[src/rtl/core/lts_pkg.sv]
// ----------------------------------------------------------------------------
// Link test statistics package
// Shared widths, event codes and the structs passed between the
// statistics modules.
// ----------------------------------------------------------------------------
package lts_pkg;

  localparam int SEQ_SPACE_DEFAULT = 256;

  // The sequence bitmap is stored as rows of sixteen bits.
  localparam int ROW_BITS  = 16;
  localparam int ROW_SEL_W = 4;

  localparam int SEQ_W      = 16;
  localparam int STRENGTH_W = 13;
  localparam int SUM_W      = 29;
  localparam int COUNT_W    = 16;
  localparam int DISTINCT_W = 9;
  localparam int EXPECTED_W = 10;

  localparam logic [EXPECTED_W-1:0] EXPECTED_RESET = 10'd200;

  typedef enum logic [1:0] {
    MODE_GOOD   = 2'd0,
    MODE_CRC    = 2'd1,
    MODE_REPORT = 2'd2
  } mode_t;

  // Bitmap update from the event stage.
  typedef struct packed {
    logic             mark;
    logic             clear;
    logic [SEQ_W-1:0] seq;
  } map_upd_t;

  // Event presented to the counter bank.
  typedef struct packed {
    logic                         good;
    logic                         crc;
    logic                         report;
    logic                         fresh;
    logic signed [STRENGTH_W-1:0] strength;
  } stat_ev_t;

  // Window summary handed to the result register.
  typedef struct packed {
    logic [COUNT_W-1:0]           received_count;
    logic [DISTINCT_W-1:0]        distinct_count;
    logic [EXPECTED_W-1:0]        lost_count;
    logic [COUNT_W-1:0]           crc_error_count;
    logic signed [SUM_W-1:0]      strength_sum;
    logic signed [STRENGTH_W-1:0] strength_min;
  } report_t;

endpackage

[src/rtl/core/link_test_packet_statistics_unit.sv]
// ----------------------------------------------------------------------------
// Link test packet statistics unit
// Per-window receive statistics: good packets, distinct sequence numbers,
// losses against the expected count, CRC errors and signal strength.
//
//   channel  direction  handshake            payload
//   item     in         item_valid/stall     mode, seq_number, signal_strength
//   result   out        result_valid/stall   six window statistics
//   cfg      in         cfg_valid/cfg_ready  cfg_data (expected_count)
//
// One beat is taken per cycle while item_stall is low. A result passes
// through the event register and then the result register after its report
// beat is taken. Bitmap rows are read at intake and written from the event stage.
// Reset is synchronous and clears the window at once; the bitmap is
// invalidated through per-row valid flops, so no clearing pass is needed.
// A report beat waits while an earlier result is still stalled, which in
// turn stalls the item channel.
// ----------------------------------------------------------------------------
module link_test_packet_statistics_unit #(
  parameter int SEQ_SPACE = lts_pkg::SEQ_SPACE_DEFAULT
) (
  input  logic                                clk,
  input  logic                                rst,

  input  logic                                item_valid,
  output logic                                item_stall,
  input  logic [1:0]                          mode,
  input  logic [lts_pkg::SEQ_W-1:0]           seq_number,
  input  logic signed [lts_pkg::STRENGTH_W-1:0] signal_strength,

  output logic                                result_valid,
  input  logic                                result_stall,
  output logic [lts_pkg::COUNT_W-1:0]         received_count,
  output logic [lts_pkg::DISTINCT_W-1:0]      distinct_count,
  output logic [lts_pkg::EXPECTED_W-1:0]      lost_count,
  output logic [lts_pkg::COUNT_W-1:0]         crc_error_count,
  output logic signed [lts_pkg::SUM_W-1:0]    strength_sum,
  output logic signed [lts_pkg::STRENGTH_W-1:0] strength_min,

  input  logic                                cfg_valid,
  output logic                                cfg_ready,
  input  logic [lts_pkg::EXPECTED_W-1:0]      cfg_data
);
  import lts_pkg::*;

  logic                         item_accept;
  logic                         s1_valid;
  logic [1:0]                   s1_mode;
  logic [SEQ_W-1:0]             s1_seq;
  logic signed [STRENGTH_W-1:0] s1_strength;
  logic                         s1_advance;
  logic                         s1_fire;
  logic                         s1_report;
  logic                         fresh;
  logic [EXPECTED_W-1:0]        expected_count;
  map_upd_t                     map_upd;
  stat_ev_t                     stat_ev;
  report_t                      rpt;

  assign cfg_ready = 1'b1;

  always_ff @(posedge clk) begin
    if (rst) begin
      expected_count <= EXPECTED_RESET;
    end else if (cfg_valid && cfg_ready) begin
      expected_count <= cfg_data;
    end
  end

  // Event stage. Only a report beat can be held here, and only while the
  // result register is full and stalled.
  assign s1_report   = s1_mode == MODE_REPORT;
  assign s1_advance  = !(s1_report && result_valid && result_stall);
  assign s1_fire     = s1_valid && s1_advance;
  assign item_stall  = s1_valid && !s1_advance;
  assign item_accept = item_valid && !item_stall;

  always_ff @(posedge clk) begin
    if (rst) begin
      s1_valid <= 1'b0;
    end else if (item_accept) begin
      s1_valid <= 1'b1;
    end else if (s1_advance) begin
      s1_valid <= 1'b0;
    end
  end

  always_ff @(posedge clk) begin
    if (item_accept) begin
      s1_mode     <= mode;
      s1_seq      <= seq_number;
      s1_strength <= signal_strength;
    end
  end

  always_comb begin
    map_upd.mark  = s1_fire && (s1_mode == MODE_GOOD);
    map_upd.clear = s1_fire && s1_report;
    map_upd.seq   = s1_seq;
  end

  lts_seen_map #(
    .SEQ_SPACE(SEQ_SPACE)
  ) u_seen_map (
    .clk   (clk),
    .rst   (rst),
    .rd_en (item_accept),
    .rd_seq(seq_number),
    .upd   (map_upd),
    .fresh (fresh)
  );

  always_comb begin
    stat_ev.good     = map_upd.mark;
    stat_ev.crc      = s1_fire && (s1_mode == MODE_CRC);
    stat_ev.report   = map_upd.clear;
    stat_ev.fresh    = fresh;
    stat_ev.strength = s1_strength;
  end

  lts_stats u_stats (
    .clk           (clk),
    .rst           (rst),
    .ev            (stat_ev),
    .expected_count(expected_count),
    .rpt           (rpt)
  );

  // Result register.
  always_ff @(posedge clk) begin
    if (rst) begin
      result_valid <= 1'b0;
    end else if (map_upd.clear) begin
      result_valid <= 1'b1;
    end else if (!result_stall) begin
      result_valid <= 1'b0;
    end
  end

  always_ff @(posedge clk) begin
    if (map_upd.clear) begin
      received_count  <= rpt.received_count;
      distinct_count  <= rpt.distinct_count;
      lost_count      <= rpt.lost_count;
      crc_error_count <= rpt.crc_error_count;
      strength_sum    <= rpt.strength_sum;
      strength_min    <= rpt.strength_min;
    end
  end

`ifndef ASSERT_OFF
  a_report_held_stalls_input: assert property (@(posedge clk) disable iff (rst)
    (s1_valid && s1_report && result_valid && result_stall) |-> item_stall)
    else $error("report beat blocked but item channel not stalled");

  a_report_makes_result: assert property (@(posedge clk) disable iff (rst)
    map_upd.clear |=> result_valid)
    else $error("report beat did not produce a result");

  a_distinct_le_received: assert property (@(posedge clk) disable iff (rst)
    result_valid |-> (COUNT_W'(distinct_count) <= received_count))
    else $error("distinct count exceeds received count");

  a_empty_window_zero_strength: assert property (@(posedge clk) disable iff (rst)
    (result_valid && (received_count == '0)) |-> ((strength_min == '0) && (strength_sum == '0)))
    else $error("empty window reports nonzero strength");
`endif

endmodule

[src/rtl/core/lts_ram.sv]
// ----------------------------------------------------------------------------
// Generic RAM
// One write port and one read port with registered read data.
// ----------------------------------------------------------------------------
module lts_ram #(
  parameter int WIDTH  = 16,
  parameter int DEPTH  = 16,
  parameter int ADDR_W = (DEPTH > 1) ? $clog2(DEPTH) : 1
) (
  input  logic              clk,
  input  logic              we,
  input  logic [ADDR_W-1:0] waddr,
  input  logic [WIDTH-1:0]  wdata,
  input  logic              re,
  input  logic [ADDR_W-1:0] raddr,
  output logic [WIDTH-1:0]  rdata
);

  logic [WIDTH-1:0] mem [DEPTH];

  always_ff @(posedge clk) begin
    if (we) begin
      mem[waddr] <= wdata;
    end
  end

  always_ff @(posedge clk) begin
    if (re) begin
      rdata <= mem[raddr];
    end
  end

endmodule

[src/rtl/core/lts_seen_map.sv]
// ----------------------------------------------------------------------------
// Sequence number bitmap
// Rows of the bitmap live in a RAM; one valid flop per row lets the whole
// map be cleared at once. The row is read when a beat is taken and
// updated from the event stage, with a bypass for back-to-back hits on a row.
// ----------------------------------------------------------------------------
module lts_seen_map #(
  parameter int SEQ_SPACE = lts_pkg::SEQ_SPACE_DEFAULT
) (
  input  logic                     clk,
  input  logic                     rst,
  input  logic                     rd_en,
  input  logic [lts_pkg::SEQ_W-1:0] rd_seq,
  input  lts_pkg::map_upd_t        upd,
  output logic                     fresh
);
  import lts_pkg::*;

  localparam int ROWS   = (SEQ_SPACE + ROW_BITS - 1) / ROW_BITS;
  localparam int ROW_AW = (ROWS > 1) ? $clog2(ROWS) : 1;

  logic [ROWS-1:0]     row_valid;
  logic [ROW_BITS-1:0] rd_data;
  logic [ROW_BITS-1:0] row_cur;
  logic [ROW_BITS-1:0] row_new;
  logic [ROW_AW-1:0]   rd_row;
  logic [ROW_AW-1:0]   upd_row;
  logic [ROW_AW-1:0]   fwd_row;
  logic [ROW_BITS-1:0] fwd_data;
  logic                fwd_valid;
  logic                upd_in_range;
  logic                wr_en;

  assign rd_row       = rd_seq[ROW_AW+ROW_SEL_W-1:ROW_SEL_W];
  assign upd_row      = upd.seq[ROW_AW+ROW_SEL_W-1:ROW_SEL_W];
  assign upd_in_range = upd.seq < SEQ_W'(SEQ_SPACE);

  // The row written on the previous edge was not yet visible to the read
  // that happened on that same edge, so it is taken from the bypass.
  always_comb begin
    if (!upd_in_range || !row_valid[upd_row]) begin
      row_cur = '0;
    end else if (fwd_valid && (fwd_row == upd_row)) begin
      row_cur = fwd_data;
    end else begin
      row_cur = rd_data;
    end
  end

  assign fresh   = upd_in_range && !row_cur[upd.seq[ROW_SEL_W-1:0]];
  assign wr_en   = upd.mark && fresh;
  assign row_new = row_cur | (ROW_BITS'(1) << upd.seq[ROW_SEL_W-1:0]);

  lts_ram #(
    .WIDTH (ROW_BITS),
    .DEPTH (ROWS),
    .ADDR_W(ROW_AW)
  ) u_rows (
    .clk  (clk),
    .we   (wr_en),
    .waddr(upd_row),
    .wdata(row_new),
    .re   (rd_en),
    .raddr(rd_row),
    .rdata(rd_data)
  );

  always_ff @(posedge clk) begin
    if (rst || upd.clear) begin
      row_valid <= '0;
    end else if (wr_en) begin
      row_valid[upd_row] <= 1'b1;
    end
  end

  always_ff @(posedge clk) begin
    if (rst) begin
      fwd_valid <= 1'b0;
    end else begin
      fwd_valid <= wr_en;
    end
  end

  always_ff @(posedge clk) begin
    if (wr_en) begin
      fwd_row  <= upd_row;
      fwd_data <= row_new;
    end
  end

endmodule

[src/rtl/core/lts_stats.sv]
// ----------------------------------------------------------------------------
// Window counter bank
// Saturating packet, distinct and CRC counters, strength sum and minimum,
// and the window summary built from them.
// ----------------------------------------------------------------------------
module lts_stats (
  input  logic                          clk,
  input  logic                          rst,
  input  lts_pkg::stat_ev_t             ev,
  input  logic [lts_pkg::EXPECTED_W-1:0] expected_count,
  output lts_pkg::report_t              rpt
);
  import lts_pkg::*;

  logic [COUNT_W-1:0]           good_packets;
  logic [DISTINCT_W-1:0]        distinct_seen;
  logic [COUNT_W-1:0]           crc_failures;
  logic signed [SUM_W-1:0]      strength_total;
  logic signed [STRENGTH_W-1:0] weakest_strength;

  logic signed [SUM_W:0]        sum_wide;
  logic signed [SUM_W-1:0]      strength_total_next;
  logic signed [STRENGTH_W-1:0] weakest_strength_next;
  logic [EXPECTED_W-1:0]        distinct_ext;

  assign sum_wide = {strength_total[SUM_W-1], strength_total}
                  + {{(SUM_W+1-STRENGTH_W){ev.strength[STRENGTH_W-1]}}, ev.strength};

  // The two top bits disagree only on overflow; the top bit gives the side.
  always_comb begin
    if (sum_wide[SUM_W] != sum_wide[SUM_W-1]) begin
      strength_total_next = sum_wide[SUM_W] ? {1'b1, {(SUM_W-1){1'b0}}}
                                            : {1'b0, {(SUM_W-1){1'b1}}};
    end else begin
      strength_total_next = sum_wide[SUM_W-1:0];
    end
  end

  always_comb begin
    if ((good_packets == '0) || (ev.strength < weakest_strength)) begin
      weakest_strength_next = ev.strength;
    end else begin
      weakest_strength_next = weakest_strength;
    end
  end

  always_ff @(posedge clk) begin
    if (rst || ev.report) begin
      good_packets     <= '0;
      distinct_seen    <= '0;
      crc_failures     <= '0;
      strength_total   <= '0;
      weakest_strength <= '0;
    end else if (ev.good) begin
      if (good_packets != '1) begin
        good_packets <= good_packets + 1'b1;
      end
      if (ev.fresh && (distinct_seen != '1)) begin
        distinct_seen <= distinct_seen + 1'b1;
      end
      strength_total   <= strength_total_next;
      weakest_strength <= weakest_strength_next;
    end else if (ev.crc) begin
      if (crc_failures != '1) begin
        crc_failures <= crc_failures + 1'b1;
      end
    end
  end

  assign distinct_ext = EXPECTED_W'(distinct_seen);

  always_comb begin
    rpt.received_count  = good_packets;
    rpt.distinct_count  = distinct_seen;
    rpt.lost_count      = (expected_count > distinct_ext) ? expected_count - distinct_ext
                                                          : '0;
    rpt.crc_error_count = crc_failures;
    rpt.strength_sum    = strength_total;
    rpt.strength_min    = weakest_strength;
  end

endmodule

[config.mk]
export PLATFORM = sky130hd
export DESIGN_NAME = link_test_packet_statistics_unit
export DESIGN_NICKNAME = d
export VERILOG_FILES = /design/src/rtl/core/lts_pkg.sv /design/src/rtl/core/link_test_packet_statistics_unit.sv /design/src/rtl/core/lts_ram.sv /design/src/rtl/core/lts_seen_map.sv /design/src/rtl/core/lts_stats.sv
export SDC_FILE = /design/constraint.sdc
export NUM_CORES = 1
export LEC_CHECK = 0
export BUFFER_PORTS_ARGS = -buffer_cell sky130_fd_sc_hd__buf_2
export CAP_MARGIN = 20
export CORE_MARGIN = 4
export CORE_UTILIZATION = 32
export DETAILED_ROUTE_END_ITERATION = 8
export PLACE_DENSITY_LB_ADDON = 0.3
export SYNTH_ARGS = -nofsm -noshare
export SYNTH_HDL_FRONTEND = slang
export SYNTH_SLANG_ARGS = --single-unit
export TNS_END_PERCENT = 5
[constraint.sdc]
create_clock -name clk -period 7.5 [get_ports clk]
set_input_delay 0.75 -clock clk [delete_from_list [all_inputs] [get_ports clk]]
set_output_delay 0.75 -clock clk [all_outputs]
set_load 0.1 [all_outputs]
Yosys cells after proc, flatten, opt, wreduce, memory -nomap -nowiden

Memories as Yosys holds them, arrays and structs flattened. A register that Yosys moved wholly into a read port is not among the register bits.
Cells that the tools add are included.

Register bits: 256
RAM bits: 256
Input port bits: 46
Output and inout port bits: 96
Logic and storage cells: 89
Memories: 1

Memory list:

| memory                | words | width | read ports | clocked after memory_dff | write ports | line          | RTL |
|---|---|---|---|---|---|---|---|
| u_seen_map.u_rows.mem | 16    | 16    | 1          | 1                        | 1           | lts_ram.sv:19 | `logic [WIDTH-1:0] mem [DEPTH];` |

Add/subtract/negate cells: 5
Magnitude comparators: 6
Equal/unequal tests: 9
Shift operators: 1
Multiplexer cells: 16
Bitwise logic cells: 3
Reduce and logical (&&, ||, !) cells: 27

Operators by type and width:

| operator              | count |
|---|---|
| $mux 29               | 2 |
| $add 16x1->16 const B | 2 |
| $mux 16               | 2 |
| $ne 16x16->1 const B  | 2 |
| $or 16x16->16         | 2 |
| $add 29x13->30        | 1 |
| $logic_not 16->1      | 1 |
| $lt 16x9->1 const B   | 1 |
| $shl 1x4->16 const A  | 1 |
| $logic_and 1x1->1     | 13 |
| $lt 13x13->1          | 1 |
| $gt 10x9->1           | 1 |
| $lt 4x5->1 const B    | 2 |
| $sub 10x9->10         | 1 |
| $add 9x1->9 const B   | 1 |
| $mux 1                | 9 |
| $ne 9x9->1 const B    | 1 |
| $bmux 1 s4            | 2 |
| $reduce_and 2->1      | 3 |
| $logic_not 1->1       | 5 |
| $demux 1 s4           | 1 |
| $eq 4x4->1            | 1 |
| $ge 4x1->1 const B    | 1 |
| $logic_or 1x1->1      | 3 |
| other kinds (8)       | 8 |

Longest topological paths before layout

Word-level depth: 12
Depth in mapped cells: 13
Mapped depth without buffers: 12

Modules after synthesis

A second synthesis with hierarchy kept.

Cells, all modules: 1538
Area, all modules: 22739.3 µm²

By module, submodules not included:

| module                           | times used | cells an instance | area an instance (µm²) | seq. area each (µm²) |
|---|---|---|---|---|
| lts_ram                          | 1          | 432               | 10203.5                | 8167.8 |
| lts_stats                        | 1          | 716               | 6079.6                 | 1661.6 |
| link_test_packet_statistics_unit | 1          | 170               | 4201.5                 | 3963.8 |
| lts_seen_map                     | 1          | 220               | 2254.7                 | 940.9 |

Worst setup path before layout

No wires, ideal clock.

Path type: input to register
Start: in result_stall
End: reg u_stats.crc_failures[15]
Library setup time: 0.128 ns
Data arrival time: 6.445 ns
Data required time: 7.372 ns
Slack: 0.928 ns
Cell stages on the path: 5
Buffers on the path: 2
Path through: a21oi_1 -> or2_2 -> clkbuf_1 -> clkbuf_1 -> nor2_1

Longest elaborated chain between the ends: 6
Elaborated cells on any way between the ends: 9
Classes of those cells: bitwise: 1; reduce/logical: 8

Ends and longest elaborated chain:

| element                           | line                                   | RTL |
|---|---|---|
| start, declared                   | link_test_packet_statistics_unit.sv:32 | `input logic result_stall,` |
| $logic_and 1x1->1 *               | link_test_packet_statistics_unit.sv:73 | `assign s1_advance = !(s1_report && result_valid && result_stall);` |
| $logic_not 1->1 *                 | link_test_packet_statistics_unit.sv:73 |  |
| $logic_and 1x1->1 *               | link_test_packet_statistics_unit.sv:74 | `assign s1_fire = s1_valid && s1_advance;` |
| $logic_and 1x1->1                 | link_test_packet_statistics_unit.sv:97 | `map_upd.mark = s1_fire && (s1_mode == MODE_GOOD);` |
| $not 1->1 (no source line)        | n/a                                    |  |
| $reduce_and 3->1 (no source line) | n/a                                    |  |
| end signal, assigned              | lts_stats.sv:65                        | `crc_failures <= crc_failures + 1'b1;` |
| end, declared                     | lts_stats.sv:17                        | `logic [COUNT_W-1:0] crc_failures;` |

Mark *: on every way between the ends. The rest lies on a longest branch, timed or not.
A chain may end at the register's enable or synchronous reset.

Worst setup path after layout

Start: reg s1_seq[4]
End: mem u_seen_map.u_rows.mem[6][11] (enable)

Longest elaborated chain between the ends: 12
Elaborated cells on any way between the ends: 17
Classes of those cells: order compare: 1; eq/ne: 1; mux: 8; reduce/logical: 7

Ends and longest elaborated chain:

| element                                              | line                                   | RTL |
|---|---|---|
| start, declared                                      | link_test_packet_statistics_unit.sv:49 | `logic [SEQ_W-1:0] s1_seq;` |
| start signal, assigned                               | link_test_packet_statistics_unit.sv:91 | `s1_seq <= seq_number;` |
| branches (longest 12 deep; another with $lt 16x9->1) | n/a                                    |  |
| end, declared                                        | lts_ram.sv:19                          |  |

Several ways; the timed one is not identified. The select of a mux whose other input is x is not followed.

==> reports/metrics.cfg <==
[placement]
dpl.hpwl_um = 32900
place_congestion = 0.819
dp_cells = 2543
portBuffers = 140

[die]
die_width_um = 272
io_pins = 142
rows = 96
die_h_um = 272
die-area_mm2 = 0.0739
coreArea_mm2 = 0.0688
initial_core_util_pct = 32.4

[route]
viasPerCell = 5.00
routed-via-count = 13300
first_iter_violations = 1069
drc = 0
wl_per_cell_um = 19.4
ant_nets = 0
drtPass1Iterations = 7
wirelength_um = 51500

[timing]
finalClockSkew_ps = 36.9
fmax_ghz = 0.252
finalSetupViolCount = 0
tns_ps = 0
relSlewSlack_pct = 30.6
rsz0062_at_grt = false
max_slew.worst_pin.slew_ps = 1040
hold_ws_ps = 313
min_period_over_period_pct = 52.9
slew_viol_final = 0
hold_viol = 0
min_period_ps = 3970

[logic_synthesis]
synth.area.top_cells = edfxtp_1, dfxtp_1, mux4_2
netlist_area_mm2 = 0.0223
yosysTopAreaCellShare_pct = 56.1
yosysTopAreaCell = edfxtp_1
netlist_instances = 1496
synthArstFlopShare_pct = 0
ys_types = 74
synth-seq-cells = 528
syn-num-nets = 1599
yosys_warnings = 0
ys_seq_area_share_pct = 66.2
synth.avg_cell_area_um2 = 14.9
synth_top_flop_cell = edfxtp_1
synth_edf_count = 416

[setup_path]
reg2reg_depth = 9
path_class = register to register
path_max_fanout = 22
cp.arrival_ps = 4250
endpoint_kind = register
start_kind = register
required_ps = 7790

[clocking]
clk_path_buf_depth = 3
cts_tree = yes
holdBufCountCts = 0
cts.root.buffer_cell = clkbuf_16
post_cts_buffers = 0
cts-resized-gates = 0
clock_latency_ps = 610
cts.sinks = 528
htreeDepth = 2
cts_made_buffers = 56
clk_pin_slew_worst_paths_ps = 60

[layout]
postLayoutCoreUtil_pct = 38.1
fillers = 6408
fin_cells = 2655
area_growth_pct = 17.8
drive_gt1_share_pct = 23.7
nNetsFinal = 1781

[global_routing]
grt_use_total_pct = 13.8
grt_max_degree = 73
antenna_found_initial = 2
grt_pass1_vias = 13300
overflow = 0
grt_pass1_wl_um = 80300

[pwr]
ir_worst_vdd_v = 0.000156
power_mw = 6.37
p_per_area_mw_per_mm2 = 243
leakage_nw = 9.45

[hold_path]
min_delay_path_depth = 1
hold_class = input pin to register

[outcome]
status = finished, final reports clean

[job]
cap_violations = 0

-- synth_stat cells, types with 4 or more instances --
cell type and count:
o21ai_2 4, a21o_1 12, dfxtp_1 112, nor3_1 29
and4_1 4, nor2b_1 14, mux4_2 88, nand3_1 41
xor2_1 28, and2_1 14, o21bai_1 8, a31oi_1 5
a21oi_1 91, or2_2 6, buf_2 4, o211ai_1 4
a211oi_1 11, clkbuf_1 43, nand2b_1 14, o21ai_1 14
xnor2_1 29, mux2i_1 24, and3_1 19, or3_1 7
a211o_1 4, nand4_1 10, a31o_2 5, inv_1 60
o21ai_0 76, o22ai_1 18, nor2_1 78, edfxtp_1 416
buf_1 10, nand2_1 53, maj3_1 27, ha_1 55
a21boi_0 4
-- metal layers --
layer	part of all wire (%)	wire length, um	track usage, %	up-vias
li1	-	-	-	6151
met1	46	23900	19.5	6694
met2	46	23800	22.1	368
met3	5.4	2780	2.40	70
met4	2.0	1010	3.49	2
met5	0.014	7	0	-
-- report_power, final --
| group | switching [mW] | total, mW | internal, mW |
|---|---|---|---|
| Clock | 1.15 | 2.76 | 1.60 |
| Sequential | 0.0273 | 3.20 | 3.18 |
| Combinational | 0.261 | 0.408 | 0.147 |
-- cell usage in the layout (no fill, tap or decap), types with 11 or more instances in the layout --
cell and instances:
a211oi_1 11, a21o_1 12, a21oi_1 90, and2_1 14, and3_1 19, buf_2 139, buf_4 42, clkbuf_1 13
clkbuf_16 56, dfxtp_1 112, edfxtp_1 416, ha_1 55, inv_1 60, maj3_1 27, mux2i_1 24, mux4_2 88
nand2_1 53, nand2b_1 14, nand3_1 41, nor2_1 77, nor2b_1 13, nor3_1 13, nor3_2 16, o21ai_0 76
o21ai_1 14, o22ai_1 17, xnor2_1 29, xor2_1 27
-- cells by family after synthesis --
| group | share of synthesized area (%) |
|---|---|
| flip-flops | 66.2 |
| AND/OR/NAND/NOR | 7.19 |
| AO/OA/AOI/OAI | 7.69 |
| buffers and inverters | 2.16 |
| multiplexers | 9.98 |
| adder cells (fa/ha/maj) | 4.48 |
| XOR/XNOR | 2.31 |
| other | 0.0168 |
-- worst max-delay path, cell delays in order, from the launching register on --
cell	delay (ps)
edfxtp_1	570
xnor2_2	230
nand3_2	260
o21ai_0	320
a21oi_1	150
o41ai_4	410
a31oi_4	160
or2_4	410
nor3_2	760
buf_4	360
-- per-stage QoR --
| stage | instance area [um2] | setup slack, ps |
|---|---|---|
| 3_5_place_dp | 24300 | 3550 |
| 2_1_floorplan | 22300 | 928 |
| 3_3_place_gp | 24200 | 3640 |
| 5_1_grt | 26200 | 3260 |
| 4_1_cts | 26200 | 3500 |
| 6_report | 26200 | 3530 |
-- area by class of cell --
type / instances / area, um2 / area share [%]
multi-input cells: 847 / 7180 / 27.4
clock buffers: 73 / 1510 / 5.74
inverters: 60 / 225 / 0.859
diodes: 1 / 2.50 / 0.00954
well taps: 931 / 1160 / 4.44
repair buffers: 185 / 1070 / 4.07
clock inverters: 30 / 349 / 1.33
flip-flops and latches: 528 / 14700 / 56.2
-- path summary, 6_finish.rpt --
check             slack, ps                startpoint                            to
setup / recovery       3530                 s1_seq[4]  u_seen_map.u_rows.mem[6][11]
hold reg to reg         440  u_stats.distinct_seen[4]             distinct_count[4]
setup reg to reg       3530                 s1_seq[4]  u_seen_map.u_rows.mem[6][11]
hold / removal          310             seq_number[9]                     s1_seq[9]
-- state kept, by name, summed over array words and instances, names as in the netlist, 16 cells and up --
| signal | count |
|---|---|
| u_seen_map.u_rows.mem | 256 |
| crc_error_count | 16 |
| u_stats.crc_failures | 16 |
| u_seen_map.fwd_data | 16 |
| u_seen_map.u_rows.rdata | 16 |
| u_stats.strength_total | 29 |
| u_seen_map.row_valid | 16 |
| strength_sum | 29 |
| u_stats.good_packets | 16 |
| received_count | 16 |
| s1_seq | 16 |
Note: power is estimated with default switching activity, not from simulation.
